**src/hw/rtl/fcsg_pkg.sv**
```systemverilog
`timescale 1ns / 1ps

package fcsg_pkg;

    localparam int COORD_W     = 16;
    localparam int COLOR_W     = 16;
    localparam int LEN_W       = 9;
    localparam int LEN_MAX     = 511;
    localparam int QUEUE_DEPTH = 2;

    // Midpoint decision constants.
    localparam int D_INIT      = 3;
    localparam int D_STEP_DIAG = 10;
    localparam int D_STEP_AXIS = 6;

    localparam logic KIND_START   = 1'b0;
    localparam logic KIND_ADVANCE = 1'b1;

    typedef enum logic [1:0] {
        ROW_POS_Y = 2'd0,
        ROW_NEG_Y = 2'd1,
        ROW_POS_X = 2'd2,
        ROW_NEG_X = 2'd3
    } t_row_sel;

endpackage

```
**src/hw/rtl/fcsg_front.sv**
```systemverilog
`timescale 1ns / 1ps

module fcsg_front #(
    parameter int RADIUS_BITS = 8,
    parameter int REC_W       = 2 * (RADIUS_BITS + 2) + 49
) (
    input  logic                         i_clk,
    input  logic                         i_rst_n,
    input  logic                         i_accept,
    input  logic                         i_kind,
    input  logic [fcsg_pkg::COORD_W-1:0] i_center_x,
    input  logic [fcsg_pkg::COORD_W-1:0] i_center_y,
    input  logic [7:0]                   i_radius,
    input  logic [fcsg_pkg::COLOR_W-1:0] i_fill_color,
    output logic                         o_q_push,
    output logic [REC_W-1:0]             o_q_data
);
    import fcsg_pkg::*;

    localparam int HW = RADIUS_BITS + 2;
    localparam int DW = RADIUS_BITS + 5;

    logic                     r_active;
    logic signed [HW-1:0]     r_x;
    logic signed [HW-1:0]     r_y;
    logic signed [DW-1:0]     r_d;
    logic [COORD_W-1:0]       r_cc;
    logic [COORD_W-1:0]       r_cr;
    logic [COLOR_W-1:0]       r_fill;

    logic                     n_active;
    logic signed [HW-1:0]     n_x;
    logic signed [HW-1:0]     n_y;
    logic signed [DW-1:0]     n_d;
    logic [COORD_W-1:0]       n_cc;
    logic [COORD_W-1:0]       n_cr;
    logic [COLOR_W-1:0]       n_fill;

    logic [RADIUS_BITS-1:0]   w_r;
    logic signed [HW-1:0]     w_adv_x;
    logic signed [HW-1:0]     w_adv_y;
    logic signed [HW-1:0]     w_diff;
    logic signed [DW-1:0]     w_adv_d;
    logic                     w_done;
    logic                     w_push;

    assign w_r     = RADIUS_BITS'(i_radius);
    assign w_adv_x = r_x + HW'(1);
    assign w_adv_y = (r_d > 0) ? (r_y - HW'(1)) : r_y;
    assign w_diff  = w_adv_x - w_adv_y;

    always_comb begin
        if (r_d > 0) begin
            w_adv_d = r_d + (DW'(w_diff) <<< 2) + DW'(D_STEP_DIAG);
        end else begin
            w_adv_d = r_d + (DW'(w_adv_x) <<< 2) + DW'(D_STEP_AXIS);
        end
    end

    always_comb begin
        n_active = r_active;
        n_x      = r_x;
        n_y      = r_y;
        n_d      = r_d;
        n_cc     = r_cc;
        n_cr     = r_cr;
        n_fill   = r_fill;
        w_done   = 1'b0;
        w_push   = 1'b0;
        if (i_accept && (i_kind == KIND_START)) begin
            n_active = 1'b1;
            n_x      = '0;
            n_y      = $signed({2'b00, w_r});
            n_d      = DW'(D_INIT) - DW'({w_r, 1'b0});
            n_cc     = i_center_x;
            n_cr     = i_center_y;
            n_fill   = i_fill_color;
            w_push   = 1'b1;
        end else if (i_accept && r_active) begin
            w_done   = (w_adv_y < w_adv_x);
            n_active = !w_done;
            n_x      = w_adv_x;
            n_y      = w_adv_y;
            n_d      = w_adv_d;
            w_push   = 1'b1;
        end
    end

    always_ff @(posedge i_clk) begin
        if (!i_rst_n) begin
            r_active <= 1'b0;
            r_x      <= '0;
            r_y      <= '0;
            r_d      <= '0;
            r_cc     <= '0;
            r_cr     <= '0;
            r_fill   <= '0;
        end else begin
            r_active <= n_active;
            r_x      <= n_x;
            r_y      <= n_y;
            r_d      <= n_d;
            r_cc     <= n_cc;
            r_cr     <= n_cr;
            r_fill   <= n_fill;
        end
    end

    assign o_q_push = w_push;
    assign o_q_data = {w_done, n_x, n_y, n_cc, n_cr, n_fill};

    // The final step of a circle always leaves no circle behind.
    assert property (@(posedge i_clk) disable iff (!i_rst_n)
        (w_push && w_done) |=> !r_active)
        else $error("circle still active after its final step");

endmodule

```
**src/hw/rtl/fcsg_queue.sv**
```systemverilog
`timescale 1ns / 1ps

module fcsg_queue #(
    parameter int WIDTH = 69
) (
    input  logic             i_clk,
    input  logic             i_rst_n,
    input  logic             i_push,
    input  logic [WIDTH-1:0] i_data,
    input  logic             i_pop,
    output logic [WIDTH-1:0] o_data,
    output logic             o_full,
    output logic             o_empty
);
    import fcsg_pkg::*;

    localparam int PTR_W = $clog2(QUEUE_DEPTH);

    logic [WIDTH-1:0] r_mem [QUEUE_DEPTH];
    logic [PTR_W-1:0] r_wr_ptr;
    logic [PTR_W-1:0] r_rd_ptr;
    logic [PTR_W:0]   r_count;

    logic             w_wr;
    logic             w_rd;

    assign w_wr    = i_push && !o_full;
    assign w_rd    = i_pop && !o_empty;
    assign o_full  = (r_count == (PTR_W + 1)'(QUEUE_DEPTH));
    assign o_empty = (r_count == '0);
    assign o_data  = r_mem[r_rd_ptr];

    always_ff @(posedge i_clk) begin
        if (w_wr) begin
            r_mem[r_wr_ptr] <= i_data;
        end
    end

    always_ff @(posedge i_clk) begin
        if (!i_rst_n) begin
            r_wr_ptr <= '0;
            r_rd_ptr <= '0;
            r_count  <= '0;
        end else begin
            if (w_wr) begin
                r_wr_ptr <= r_wr_ptr + 1'b1;
            end
            if (w_rd) begin
                r_rd_ptr <= r_rd_ptr + 1'b1;
            end
            case ({w_wr, w_rd})
                2'b10:   r_count <= r_count + 1'b1;
                2'b01:   r_count <= r_count - 1'b1;
                default: r_count <= r_count;
            endcase
        end
    end

    // The front never offers a step record that would be dropped.
    assert property (@(posedge i_clk) disable iff (!i_rst_n)
        !(i_push && o_full))
        else $error("step record pushed into a full queue");

    assert property (@(posedge i_clk) disable iff (!i_rst_n)
        r_count <= (PTR_W + 1)'(QUEUE_DEPTH))
        else $error("queue count out of range");

endmodule

```
**src/hw/rtl/fcsg_back.sv**
```systemverilog
`timescale 1ns / 1ps

module fcsg_back #(
    parameter int RADIUS_BITS = 8,
    parameter int REC_W       = 2 * (RADIUS_BITS + 2) + 49
) (
    input  logic                         i_clk,
    input  logic                         i_rst_n,
    input  logic [REC_W-1:0]             i_q_data,
    input  logic                         i_q_empty,
    output logic                         o_q_pop,
    input  logic                         pop,
    output logic                         empty,
    output logic [fcsg_pkg::COORD_W-1:0] o_row_y,
    output logic [fcsg_pkg::COORD_W-1:0] o_left_edge_x,
    output logic [fcsg_pkg::COORD_W-1:0] o_right_edge_x,
    output logic [fcsg_pkg::COORD_W-1:0] o_fill_start_x,
    output logic [fcsg_pkg::LEN_W-1:0]   o_fill_length,
    output logic [fcsg_pkg::COLOR_W-1:0] o_span_color,
    output logic                         o_group_last,
    output logic                         o_circle_done
);
    import fcsg_pkg::*;

    localparam int HW = RADIUS_BITS + 2;
    localparam int LW = (HW + 1 > LEN_W) ? HW + 1 : LEN_W;
    localparam logic signed [HW-1:0] H_ONE = HW'(1);

    t_row_sel                 r_row;
    t_row_sel                 n_row;
    logic                     r_out_valid;
    logic                     n_out_valid;
    logic [COORD_W-1:0]       r_row_y;
    logic [COORD_W-1:0]       r_left;
    logic [COORD_W-1:0]       r_right;
    logic [COORD_W-1:0]       r_fill_start;
    logic [LEN_W-1:0]         r_len;
    logic [COLOR_W-1:0]       r_color;
    logic                     r_last;
    logic                     r_done;

    logic                     w_rec_done;
    logic signed [HW-1:0]     w_rec_x;
    logic signed [HW-1:0]     w_rec_y;
    logic [COORD_W-1:0]       w_rec_cc;
    logic [COORD_W-1:0]       w_rec_cr;
    logic [COLOR_W-1:0]       w_rec_fill;

    logic signed [HW-1:0]     w_dy;
    logic signed [HW-1:0]     w_h;
    logic [COORD_W-1:0]       w_dy16;
    logic [COORD_W-1:0]       w_h16;
    logic [COORD_W-1:0]       w_left;
    logic [LW-1:0]            w_len_full;
    logic [LEN_W-1:0]         w_len;
    logic                     w_last;
    logic                     w_load;

    assign {w_rec_done, w_rec_x, w_rec_y, w_rec_cc, w_rec_cr, w_rec_fill} = i_q_data;

    assign w_load  = !i_q_empty && (!r_out_valid || pop);
    assign w_last  = (r_row == ROW_NEG_X);
    assign o_q_pop = w_load && w_last;

    always_comb begin
        n_row = r_row;
        if (w_load) begin
            case (r_row)
                ROW_POS_Y: n_row = ROW_NEG_Y;
                ROW_NEG_Y: n_row = ROW_POS_X;
                ROW_POS_X: n_row = ROW_NEG_X;
                ROW_NEG_X: n_row = ROW_POS_Y;
                default:   n_row = ROW_POS_Y;
            endcase
        end
    end

    always_comb begin
        if (w_load) begin
            n_out_valid = 1'b1;
        end else if (pop) begin
            n_out_valid = 1'b0;
        end else begin
            n_out_valid = r_out_valid;
        end
    end

    always_comb begin
        case (r_row)
            ROW_POS_Y: begin
                w_dy = w_rec_y;
                w_h  = w_rec_x;
            end
            ROW_NEG_Y: begin
                w_dy = -w_rec_y;
                w_h  = w_rec_x;
            end
            ROW_POS_X: begin
                w_dy = w_rec_x;
                w_h  = w_rec_y;
            end
            ROW_NEG_X: begin
                w_dy = -w_rec_x;
                w_h  = w_rec_y;
            end
            default: begin
                w_dy = w_rec_y;
                w_h  = w_rec_x;
            end
        endcase
    end

    assign w_dy16     = COORD_W'(w_dy);
    assign w_h16      = COORD_W'(w_h);
    assign w_left     = w_rec_cc - w_h16;
    assign w_len_full = (LW'(w_h) << 1) - LW'(1);

    always_comb begin
        if (w_h > H_ONE) begin
            if (w_len_full > LW'(LEN_MAX)) begin
                w_len = LEN_W'(LEN_MAX);
            end else begin
                w_len = w_len_full[LEN_W-1:0];
            end
        end else begin
            w_len = '0;
        end
    end

    always_ff @(posedge i_clk) begin
        if (!i_rst_n) begin
            r_row       <= ROW_POS_Y;
            r_out_valid <= 1'b0;
        end else begin
            r_row       <= n_row;
            r_out_valid <= n_out_valid;
        end
    end

    always_ff @(posedge i_clk) begin
        if (w_load) begin
            r_row_y      <= w_rec_cr + w_dy16;
            r_left       <= w_left;
            r_right      <= w_rec_cc + w_h16;
            r_fill_start <= w_left + COORD_W'(1);
            r_len        <= w_len;
            r_color      <= w_rec_fill;
            r_last       <= w_last;
            r_done       <= w_rec_done;
        end
    end

    assign empty          = !r_out_valid;
    assign o_row_y        = r_row_y;
    assign o_left_edge_x  = r_left;
    assign o_right_edge_x = r_right;
    assign o_fill_start_x = r_fill_start;
    assign o_fill_length  = r_len;
    assign o_span_color   = r_color;
    assign o_group_last   = r_last;
    assign o_circle_done  = r_done;

    // While the fourth row of a step waits, the row counter is back at the first row.
    assert property (@(posedge i_clk) disable iff (!i_rst_n)
        (r_out_valid && r_last) |-> (r_row == ROW_POS_Y))
        else $error("row counter out of step with the last row");

endmodule

```
**src/hw/rtl/filled_circle_span_generator_top.sv**
```systemverilog
`timescale 1ns / 1ps

// Filled circle span generator, midpoint method.
// Input words enter through push/full: a start word (kind 0) latches the
// centre, radius and fill color and makes the first octant step; an advance
// word (kind 1) makes the next step and is dropped when no circle is active.
// Every step yields four row words on the result side, read through
// empty/pop; the oldest word sits on the o_ ports while empty is low.
// The edge color register is written through i_cfg_wr_en/i_cfg_wr_data
// and is held on o_edge_color for the pixel writer.
// A step record passes the step queue and then the output register before
// its first row is on the ports; the row expander then emits the rest one
// row per cycle while pop is held. A two-entry step queue lets the front
// take the next word while rows of the previous step are still going out.
// When the receiver stalls, the output word holds, the queue fills and full
// rises; nothing is lost. Reset leaves no active circle, an empty queue and
// output, and an edge color of zero.
module filled_circle_span_generator_top #(
    parameter int RADIUS_BITS = 8
) (
    input  logic                         i_clk,
    input  logic                         i_rst_n,
    input  logic                         push,
    output logic                         full,
    input  logic                         i_kind,
    input  logic [fcsg_pkg::COORD_W-1:0] i_center_x,
    input  logic [fcsg_pkg::COORD_W-1:0] i_center_y,
    input  logic [7:0]                   i_radius,
    input  logic [fcsg_pkg::COLOR_W-1:0] i_fill_color,
    input  logic                         i_cfg_wr_en,
    input  logic [fcsg_pkg::COLOR_W-1:0] i_cfg_wr_data,
    output logic [fcsg_pkg::COLOR_W-1:0] o_edge_color,
    output logic                         empty,
    input  logic                         pop,
    output logic [fcsg_pkg::COORD_W-1:0] o_row_y,
    output logic [fcsg_pkg::COORD_W-1:0] o_left_edge_x,
    output logic [fcsg_pkg::COORD_W-1:0] o_right_edge_x,
    output logic [fcsg_pkg::COORD_W-1:0] o_fill_start_x,
    output logic [fcsg_pkg::LEN_W-1:0]   o_fill_length,
    output logic [fcsg_pkg::COLOR_W-1:0] o_span_color,
    output logic                         o_group_last,
    output logic                         o_circle_done
);
    import fcsg_pkg::*;

    localparam int REC_W = 2 * (RADIUS_BITS + 2) + 1 + 2 * COORD_W + COLOR_W;

    logic [COLOR_W-1:0] r_edge_color;

    logic               w_accept;
    logic               w_q_push;
    logic [REC_W-1:0]   w_q_wdata;
    logic [REC_W-1:0]   w_q_rdata;
    logic               w_q_pop;
    logic               w_q_full;
    logic               w_q_empty;

    assign w_accept     = push && !w_q_full;
    assign full         = w_q_full;
    assign o_edge_color = r_edge_color;

    always_ff @(posedge i_clk) begin
        if (!i_rst_n) begin
            r_edge_color <= '0;
        end else if (i_cfg_wr_en) begin
            r_edge_color <= i_cfg_wr_data;
        end
    end

    fcsg_front #(
        .RADIUS_BITS (RADIUS_BITS),
        .REC_W       (REC_W)
    ) u_front (
        .i_clk        (i_clk),
        .i_rst_n      (i_rst_n),
        .i_accept     (w_accept),
        .i_kind       (i_kind),
        .i_center_x   (i_center_x),
        .i_center_y   (i_center_y),
        .i_radius     (i_radius),
        .i_fill_color (i_fill_color),
        .o_q_push     (w_q_push),
        .o_q_data     (w_q_wdata)
    );

    fcsg_queue #(
        .WIDTH (REC_W)
    ) u_queue (
        .i_clk   (i_clk),
        .i_rst_n (i_rst_n),
        .i_push  (w_q_push),
        .i_data  (w_q_wdata),
        .i_pop   (w_q_pop),
        .o_data  (w_q_rdata),
        .o_full  (w_q_full),
        .o_empty (w_q_empty)
    );

    fcsg_back #(
        .RADIUS_BITS (RADIUS_BITS),
        .REC_W       (REC_W)
    ) u_back (
        .i_clk          (i_clk),
        .i_rst_n        (i_rst_n),
        .i_q_data       (w_q_rdata),
        .i_q_empty      (w_q_empty),
        .o_q_pop        (w_q_pop),
        .pop            (pop),
        .empty          (empty),
        .o_row_y        (o_row_y),
        .o_left_edge_x  (o_left_edge_x),
        .o_right_edge_x (o_right_edge_x),
        .o_fill_start_x (o_fill_start_x),
        .o_fill_length  (o_fill_length),
        .o_span_color   (o_span_color),
        .o_group_last   (o_group_last),
        .o_circle_done  (o_circle_done)
    );

endmodule
```
**config.mk**
```make
export PLATFORM = sky130hd
export DESIGN_NAME = filled_circle_span_generator_top
export DESIGN_NICKNAME = d
export VERILOG_FILES = /design/src/hw/rtl/fcsg_pkg.sv /design/src/hw/rtl/fcsg_front.sv /design/src/hw/rtl/fcsg_queue.sv /design/src/hw/rtl/fcsg_back.sv /design/src/hw/rtl/filled_circle_span_generator_top.sv
export SDC_FILE = /design/constraint.sdc
export NUM_CORES = 1
export LEC_CHECK = 0
export ABC_AREA = 1
export ABC_CLOCK_PERIOD_IN_PS = 11650
export BUFFER_PORTS_ARGS = -buffer_cell sky130_fd_sc_hd__buf_4
export CAP_MARGIN = 20
export CORE_MARGIN = 2
export CORE_UTILIZATION = 60
export CTS_CLUSTER_DIAMETER = 200
export DETAILED_ROUTE_END_ITERATION = 12
export PLACE_DENSITY = 0.89
export SYNTH_ARGS = -nofsm -noshare
export SYNTH_HDL_FRONTEND = slang
export SYNTH_SLANG_ARGS = --single-unit
```
**constraint.sdc**
```tcl
create_clock -name i_clk -period 11.65 [get_ports i_clk]
set_clock_uncertainty 0.2 [all_clocks]
set_input_delay 3.495 -clock i_clk [delete_from_list [all_inputs] [get_ports i_clk]]
set_output_delay 3.495 -clock i_clk [all_outputs]
set_load 0.01 [all_outputs]
```
==> qor.yml <==
flow_run:
  drv_cap: 0
synthesis:
  synth_edf_count: 228
  synthMuxAreaShare_pct: 0.168
  yosysUniqueCellTypes: 56
  synthXorXnorAreaFrac_pct: 4.53
  syn_area_per_cell_um2: 9.07
  ys_seq_area_share_pct: 50.3
  async_reset_ff_share_pct: 0
  synth-seq-cells: 334
  synthFlopType: "edfxtp_1"
  synth_top_family_by_area: "simple AND/OR/NAND/NOR gates"
  yosysTopAreaCell: "edfxtp_1"
  synth_top_area_share_pct: 38.4
  synth_fp_nets: 2159
  syn-cell-area_um2: 17800
  synth_cells: 1967
  synthAdderAreaFrac_pct: 8.25
  synthSimpleGateAreaFrac_pct: 16.2
  yosysWarnings: 0
  synth_compound_area_share_pct: 12.8
  synth.area.top_cells: "edfxtp_1, dfxtp_1, nand2_1, ha_1, inv_1"
clock_network:
  clock_latency_ns: 0.51
  cts_buffer_depth: 3
  cts_buffers: 34
  path_clk_slew_ns: 0.06
  holdBufCountCts: 0
  cts_setup_buffers: 0
  cts_max_level: 2
  cts_num_sinks: 334
  cts_tree: "yes"
  post_cts_resized: 0
  cts_root_buffer: "clkbuf_16"
place:
  dpl.hpwl_mm: 29.4
  place_inst: 2491
  io_buffers: 186
  gp_congestion: 0.942
  place_area_um2: 19600
timing:
  timing.final.crit_share_pct: 47.7
  rsz0062_at_grt: "false"
  fin_setup_tns_ns: 0
  finalSetupViolCount: 0
  slew_headroom_pct: 32.9
  hold_viol: 0
  worst_slew_pin_slew_ns: 1.01
  fmax_ghz: 0.180
  min_period_ns: 5.56
  slew_violations: 0
final_layout:
  drive_above_1_share_pct: 16.2
  n_antenna_cell: 0
  post-route-util_pct: 70.0
  fill_cells: 2157
  nets: 2330
  fin_area_um2: 20600
  mostFrequentLayoutCell: "nand2_1"
  area_growth_pct: 15.7
  instances_no_fill: 2553
  final_cell_mix: "nand2_1, inv_1, edfxtp_1"
routing:
  vias: 14100
  postRouteAntennaNets: 0
  drtIter0Drc: 1163
  wl_mm: 41.9
  wl_per_cell_um: 16.4
  drc: 0
  via_per_inst: 5.53
  dr.pass1.iters: 6
hold_path:
  hp-class: "reg2reg"
critical_path:
  cp_data_required_time_ns: 11.83
  cp.arrival_ns: 5.74
  crit_path_max_fanout: 19
  setup.worst_path.end_class: "flop"
  startpoint_type: "flop"
  critPathKind: "reg2reg"
grt:
  antenna_found_initial: 0
  grt_pass1_vias: 14000
  grt_usage_pct: 26.8
  grt_first_pass_wirelength_mm: 67.0
  grt-ovfl-total: 0
  grt_max_degree: 106
floorplan:
  die-area_um2: 31100
  die_y_um: 176
  rows: 63
  start_util_pct: 60.5
  die_w_um: 176
  core_um2: 29500
  ios: 187
outcome:
  status: "completed"
pwr:
  peakVddDrop_mv: 0.146
  p_leak_nw: 9.36
  p_total_w: 0.00399
  p_per_area_nw_per_um2: 193
==> kinds of logic after synthesis <==
family,after synthesis
and+or+nand+nor,672
AOI/OAI and AO/OA,392
buffers and inverters,363
DFF,334
adders and majority gates,114
xor gates and xnor gates,89
muxes,3
==> per-stage QoR <==
step	hold slack, ns	setup slack, ns
2_1_floorplan	0.241	1.86
3_3_place_gp	0.251	5.26
3_5_place_dp	0.260	5.16
4_1_cts	0.276	5.66
5_1_grt	0.306	5.57
6_report	0.275	6.09
==> synth_stat cells, types with 4 or more instances <==
library cell  instances
nand2_1             384
inv_1               280
edfxtp_1            228
a21oi_1             169
nor2_1              115
ha_1                108
dfxtp_1             106
xor2_1               76
o21ai_0              75
nand3_1              66
or2_2                57
a211oi_1             49
clkbuf_1             43
o21ai_1              25
inv_2                20
nor3_1               16
nand4_1              11
o2111ai_1            10
xnor2_1              10
o22ai_1               9
a31oi_1               8
buf_1                 8
o21a_1                8
o21ai_2               8
o31ai_1               8
buf_2                 7
fa_1                  6
or2_1                 6
o21bai_1              5
a21o_1                4
==> worst max-delay path, cell delays in order, from the launching register on <==
cell and delay [ns]:
dfxtp_1 0.38, nor2_1 0.07, and2_0 0.18, nand2_1 0.10, nand2_1 0.45, inv_2 0.45
nand4_1 0.21, nor3_1 0.30, xor2_1 0.22, inv_1 0.08, ha_1 0.34, a21oi_1 0.21
nor2_1 0.07, a211oi_1 0.20, nand2_1 0.12, xor2_1 0.19, ha_1 0.26, ha_1 0.34
nand2_1 0.10, nor3_1 0.21, nand3_1 0.11, o2111ai_1 0.17, a21oi_1 0.11, o21ai_0 0.11
nand2_1 0.09, nand2_1 0.07, a21oi_1 0.08
==> final timing paths <==
check | slack (ns) | endpoint | from | cells past startpoint
min | 0.27 | u_front.r_d[0] | u_front.r_d[0] | 1
max reg2reg | 6.09 | u_front.r_d[11] | u_front.r_d[10] | 26
min reg2reg | 0.27 | u_front.r_d[0] | u_front.r_d[0] | 1
max | 6.09 | u_front.r_d[11] | u_front.r_d[10] | 26
==> report_power, final <==
group          total, W  leakage (nW)  switching (W)  internal, W
Sequential      0.00154          3.00      0.0000529      0.00148
Combinational   0.00142          5.84       0.000892     0.000524
Clock           0.00104         0.520       0.000446     0.000590
==> routing by layer <==
metal	GRT usage, %	vias to the layer above	routed length [µm]
li1	-	6905	-
met1	32.9	6570	17000
met2	48.4	550	21200
met3	4.13	94	2650
met4	8.57	0	1130
met5	0	-	0
==> area by class of cell <==
type	instances	area, µm²	share of cell area (%)
well taps	390	488	2.36
clock buffers	46	936	4.53
inverters	302	1130	5.49
clock inverters	15	118	0.570
flip-flops and latches	334	8970	43.4
repair buffers	196	1480	7.19
multi-input cells	1270	7520	36.4
==> sequential cells by signal, summed over array words and instances, names as in the netlist, named ones only <==
name                   count
u_back.o_fill_start_x     16
u_queue.r_rd_ptr           1
u_back.r_row               2
u_front.r_cc              16
u_front.r_d               13
u_queue.r_mem            138
u_back.o_span_color       16
u_front.r_fill            16
u_back.o_fill_length       9
u_back.r_out_valid         1
u_back.o_circle_done       1
u_queue.r_count            2
u_back.o_row_y            16
u_front.r_x               10
u_back.o_group_last        1
u_front.r_cr              16
u_front.r_y               10
u_front.r_active           1
o_edge_color              16
u_back.o_left_edge_x      16
u_back.o_right_edge_x     15
u_queue.r_wr_ptr           1
Note: power is estimated with default switching activity, not from simulation.
